File: config.mk
export PLATFORM = sky130hd
export DESIGN_NAME = tfdt_cell
export DESIGN_NICKNAME = d
export VERILOG_FILES = /design/src/hdl/tfdt_pkg.sv /design/src/hdl/tfdt_cell.sv
export SDC_FILE = /design/constraint.sdc
export NUM_CORES = 1
export LEC_CHECK = 0
export ABC_AREA = 1
export ABC_CLOCK_PERIOD_IN_PS = 7400
export BUFFER_PORTS_ARGS = -buffer_cell sky130_fd_sc_hd__buf_2
export CORE_ASPECT_RATIO = 1.1
export CORE_MARGIN = 5
export CORE_UTILIZATION = 51
export CTS_CLUSTER_DIAMETER = 60
export DETAILED_ROUTE_END_ITERATION = 8
export GPL_TIMING_DRIVEN = 0
export PLACE_DENSITY = 0.77
export SYNTH_ARGS = -nofsm -noshare
export SYNTH_HDL_FRONTEND = slang
export SYNTH_SLANG_ARGS = --single-unit
File: constraint.sdc
create_clock -name clk -period 7.4 [get_ports clk]
set_input_delay 1.48 -clock clk [delete_from_list [all_inputs] [get_ports clk]]
set_output_delay 1.48 -clock clk [all_outputs]
set_load 0.02 [all_outputs]
File: src/hdl/tfdt_pkg.sv
// Package for the TCP flow direction tracker: field widths, handshake and
// register codes, and the token that travels down the chain of flow cells.
// No dependencies.
package tfdt_pkg;

  localparam int ADDR_W     = 32;
  localparam int PORT_W     = 16;
  localparam int EP_W       = ADDR_W + PORT_W;
  localparam int CLASS_W    = 2;
  localparam int CFG_IDX_W  = 3;
  localparam int NUM_SVC    = 5;

  typedef logic [EP_W-1:0]   endpoint_t;
  typedef logic [PORT_W-1:0] port_t;

  // Handshake classes of an input item; the unused code counts as none.
  localparam logic [CLASS_W-1:0] CLASS_NONE    = 2'd0;
  localparam logic [CLASS_W-1:0] CLASS_SYN     = 2'd1;
  localparam logic [CLASS_W-1:0] CLASS_SYN_ACK = 2'd2;

  // Configuration register indexes.
  localparam logic [CFG_IDX_W-1:0] CFG_SVC_PORT_A = 3'd0;
  localparam logic [CFG_IDX_W-1:0] CFG_SVC_PORT_B = 3'd1;
  localparam logic [CFG_IDX_W-1:0] CFG_SVC_PORT_C = 3'd2;
  localparam logic [CFG_IDX_W-1:0] CFG_SVC_PORT_D = 3'd3;
  localparam logic [CFG_IDX_W-1:0] CFG_SVC_PORT_E = 3'd4;

  localparam port_t SVC_PORT_A_RST = 16'd502;
  localparam port_t SVC_PORT_B_RST = 16'd20000;
  localparam port_t SVC_PORT_C_RST = 16'd102;
  localparam port_t SVC_PORT_D_RST = 16'd2404;
  localparam port_t SVC_PORT_E_RST = 16'd44818;

  typedef port_t [NUM_SVC-1:0] svc_ports_t;

  // One packet on its way through the flow table.
  typedef struct packed {
    logic      vld;          // stage holds a packet
    logic      tcp;          // packet is IP and TCP
    logic      done;         // a cell has already matched or stored the flow
    endpoint_t src_ep;
    endpoint_t dst_ep;
    logic      hs_any;       // SYN or SYN-ACK
    logic      hs_syn;       // SYN only
    logic      ep_eq;        // source and destination endpoints are equal
    logic      new_src_cli;  // direction a new flow would get
    logic      res_sic;      // source is client, once done
    logic      res_hand;     // direction from handshake, once done
  } token_t;

endpackage

File: src/hdl/tfdt_cell.sv
// One flow table entry of the chain. It compares the passing packet with its
// flow, stores a new flow when it is the first free entry, upgrades a port
// guess on a handshake, and hands the token on. Depends on tfdt_pkg.
module tfdt_cell (
  input  logic             clk,
  input  logic             rst_n,
  input  logic             adv,
  input  tfdt_pkg::token_t tok_i,
  output tfdt_pkg::token_t tok_o
);
  import tfdt_pkg::*;

  logic      used_r;
  logic      used_nxt;
  endpoint_t cli_r;
  endpoint_t cli_nxt;
  endpoint_t srv_r;
  endpoint_t srv_nxt;
  logic      hs_r;
  logic      hs_nxt;
  token_t    tok_r;
  token_t    tok_nxt;

  logic act;
  logic c_s, s_d, c_d, s_s;
  logic hit;
  logic upgrade;
  logic insert;

  always_comb begin
    act     = tok_i.vld && tok_i.tcp && !tok_i.done;
    c_s     = cli_r == tok_i.src_ep;
    s_d     = srv_r == tok_i.dst_ep;
    c_d     = cli_r == tok_i.dst_ep;
    s_s     = srv_r == tok_i.src_ep;
    hit     = act && used_r && ((c_s && s_d) || (c_d && s_s));
    upgrade = hit && !hs_r && tok_i.hs_any;
    // Entries are never released, so the used ones form a prefix and the
    // first free entry reached is the lowest one.
    insert  = act && !used_r;

    tok_nxt  = tok_i;
    used_nxt = used_r | insert;
    cli_nxt  = cli_r;
    srv_nxt  = srv_r;
    hs_nxt   = hs_r;

    if (insert) begin
      cli_nxt          = tok_i.new_src_cli ? tok_i.src_ep : tok_i.dst_ep;
      srv_nxt          = tok_i.new_src_cli ? tok_i.dst_ep : tok_i.src_ep;
      hs_nxt           = tok_i.hs_any;
      tok_nxt.done     = 1'b1;
      tok_nxt.res_sic  = tok_i.new_src_cli | tok_i.ep_eq;
      tok_nxt.res_hand = tok_i.hs_any;
    end else if (hit) begin
      if (upgrade) begin
        cli_nxt = tok_i.hs_syn ? tok_i.src_ep : tok_i.dst_ep;
        srv_nxt = tok_i.hs_syn ? tok_i.dst_ep : tok_i.src_ep;
        hs_nxt  = 1'b1;
      end
      tok_nxt.done     = 1'b1;
      tok_nxt.res_sic  = upgrade ? (tok_i.hs_syn | tok_i.ep_eq) : c_s;
      tok_nxt.res_hand = upgrade | hs_r;
    end
  end

  always_ff @(posedge clk) begin
    if (!rst_n) begin
      used_r    <= 1'b0;
      tok_r.vld <= 1'b0;
    end else if (adv) begin
      used_r <= used_nxt;
      tok_r  <= tok_nxt;
    end
  end

  always_ff @(posedge clk) begin
    if (adv) begin
      cli_r <= cli_nxt;
      srv_r <= srv_nxt;
      hs_r  <= hs_nxt;
    end
  end

  assign tok_o = tok_r;

endmodule

==> reports/metrics.cfg <==
[global_route]
grt_use_total_pct = 24.89
overflow = 0
met3_usage_pct = 3.408
gr-usage-met1_pct = 32.15
grt_pass1_wl_um = 52960
antenna_found_initial = 3
use_met2_pct = 42.75
grt_max_degree = 62
busiest_layer = met2
grt_pass1_vias = 10350

[power_and_ir_drop]
sw_frac_of_total_pct = 27.55
p_switching_mw = 0.7949
p_clk_share_pct = 37.4
vdd_drop_max_v = 0.0001912
leakage_nw = 5.773
combinationalPowerShare_pct = 15.9
finalPower_mw = 2.885
p_int_mw = 2.091
powerDensity_nw_per_um2 = 203.9
power_frac_seq_pct = 46.7

[routing]
final_antenna_net_count = 0
wl_per_cell_um = 17.60
dr_total_vias = 10860
via_per_inst = 5.561
drtPass1Iterations = 5
drt-initial-drc-count = 1235
wl_um = 34380
drc = 0

[sta]
period_needed_ps = 3885
max_slew.worst_pin.slew_ps = 725.1
hold-worst-slack_ps = 481.1
finalClockSkew_ps = 18.42
rsz0062_at_grt = false
tns_ps = 0
max_freq_mhz = 257.4
drv_slew = 0
timing.final.crit_share_pct = 52.50
setup_viol_count_final = 0
finalHoldViolCount = 0
relSlewSlack_pct = 51.66

[critical_path]
cp_common_cell = nand2_1
cpPeakStageDelay_ps = 230
critical_path_class = input port to flop
path_buf_inv = 5
worstPathCellList = buf_2, inv_1, nand2_1, nand2_1, nand2_1, nor2_1, nand2_1, nor2_1, nand2_1, nor2_1, nand2_1, a21oi_2, nand3_1, a21oi_4, buf_12, buf_12, buf_12
worstSetupStartpointType = input port
crit_fanout = 27
critPathCaptureType = flop
worstPathRequired_ps = 7600
arrival_ps = 4090
critPathSlowestCell = buf_12
crit_family = simple AND/OR/NAND/NOR gates

[floorplan]
dieArea_um2 = 26470
start_util_pct = 51.84
std_cell_rows = 58
core_area_um2 = 22930
die_height_um = 170.1
die_x_um = 155.6
ioPinCount = 213

[final_layout]
layout_commonest_cell = nand2_1
drive_gt1_share_pct = 18.00
final_cells = 1953
design_area_um2 = 14150
fillerInstances = 1986
regArea_um2 = 6076
layout.nets = 1741
syn_to_final_growth_pct = 19.05
mostFrequentLayoutCells = nand2_1, buf_2, edfxtp_1, o21ai_0, nor2_1
multi_input_area_um2 = 5072

[yosys]
synth-seq-cells = 203
muxShareOfSynthArea_pct = 0
synth-xor-area-share_pct = 9.652
yosysSeqAreaShare_pct = 51.11
synth_compound_area_share_pct = 14.62
synth_area_um2 = 11890
ys_types = 25
synth_top_family_by_area = simple AND/OR/NAND/NOR gates
ys.flop_type = edfxtp_1
syn_nets = 1499
synth-simple-area-share_pct = 18.30
synth_edf_count = 201
synth_cells = 1391
synthAdderAreaFrac_pct = 0
avgSynthCellArea_um2 = 8.546
ys_warn_count = 0
async_reset_ff_share_pct = 0

[job]
timing.max_cap.violations = 0

[cts]
ctsResizeCount = 0
cts_sinks = 203
clock_latency_ps = 520
ctsHoldBuffers = 0
clkTransAtPathRegs_ps = 60
cts-root-buf = clkbuf_16
post-cts-setup-buffer-count = 0
h-tree-depth = 1
numCtsBuffers = 23
cts_tree = built
cts_buffer_depth = 3

[placed_design]
gp_congestion = 0.8900
dp_hpwl_um = 24450
dp.cells = 1908
io_buffers = 212
dpl-instance-area_um2 = 13450

[status]
outcome = finished clean

[min_path]
hp-class = flop to flop

final timing paths:
check,startpoint,endpoint,slack (ps),cells after the start
max reg2reg,cli_r[32]$_DFFE_PP_,cli_r[16]$_DFFE_PP_,4270,14
min reg2reg,used_r$_SDFFE_PN0P_,used_r$_SDFFE_PN0P_,480,2
min,used_r$_SDFFE_PN0P_,used_r$_SDFFE_PN0P_,480,2
max,tok_i[19],cli_r[16]$_DFFE_PP_,3510,17
state kept, by name (all words and copies together) (netlist names):
signal,count
srv_r,48
cli_r,48
used_r,1
hs_r,1
tok_o,105
worst min-delay path, cell delays in order (launching register included):
cell and delay, ps:
dfxtp_1 320, nand2_1 50, o21ai_0 60
routing by layer:
metal / wire length, um / share of wire [%] / vias up
li1: - / - / 5142
met1: 13180 / 38 / 5042
met2: 16780 / 49 / 600
met3: 3399 / 9.9 / 76
met4: 1016 / 3.0 / 0
met5: 0 / 0 / -
area by class of cell:
type | instances | area share [%]
clock inverters | 15 | 0.7161
repair buffers | 217 | 8.311
plain buffers | 61 | 1.671
multi-input cells | 990 | 35.84
well taps | 300 | 2.652
clock buffers | 27 | 4.173
diodes | 3 | 0.05305
inverters | 137 | 3.651
flip-flops and latches | 203 | 42.93
cell usage after synthesis (all sizes together) (5+ instances only):
library cell	instances	area, um^2
nand2	430	1624
edfxtp	201	6036
o21ai	195	975.9
inv	129	484.2
nor2	114	442.9
o211ai	96	720.7
xnor2	87	762.0
clkbuf	44	165.2
xor2	44	385.4
buf	17	71.32
nand4	10	62.56
clkinv	8	30.03
nand3	6	35.03
a21oi	5	32.53
through the flow:
| stage | util [%] | setup WS [ps] |
|---|---|---|
| 2_1_floorplan | - | 1684 |
| 3_3_place_gp | 58.12 | -471.4 |
| 3_5_place_dp | 58.66 | 3084 |
| 4_1_cts | 61.68 | 3601 |
| 5_1_grt | 61.71 | 3384 |
| 6_report | 61.71 | 3515 |
power by group through the flow:
stage	registers [mW]	clock network, mW	logic (mW)
after global placement	1.38	0	0.432
after CTS	1.35	1.09	0.454
final	1.35	1.08	0.458
after detailed placement	1.37	0	0.452
after floorplan	1.43	0	0.215
after global routing	1.35	1.14	0.502
cells by family after synthesis:
kind of cell	Yosys count
buf+inv	198
flops	203
compound gates	297
simple gates	562
xor+xnor	131
No activity file was read; power rests on OpenSTA's default activity.
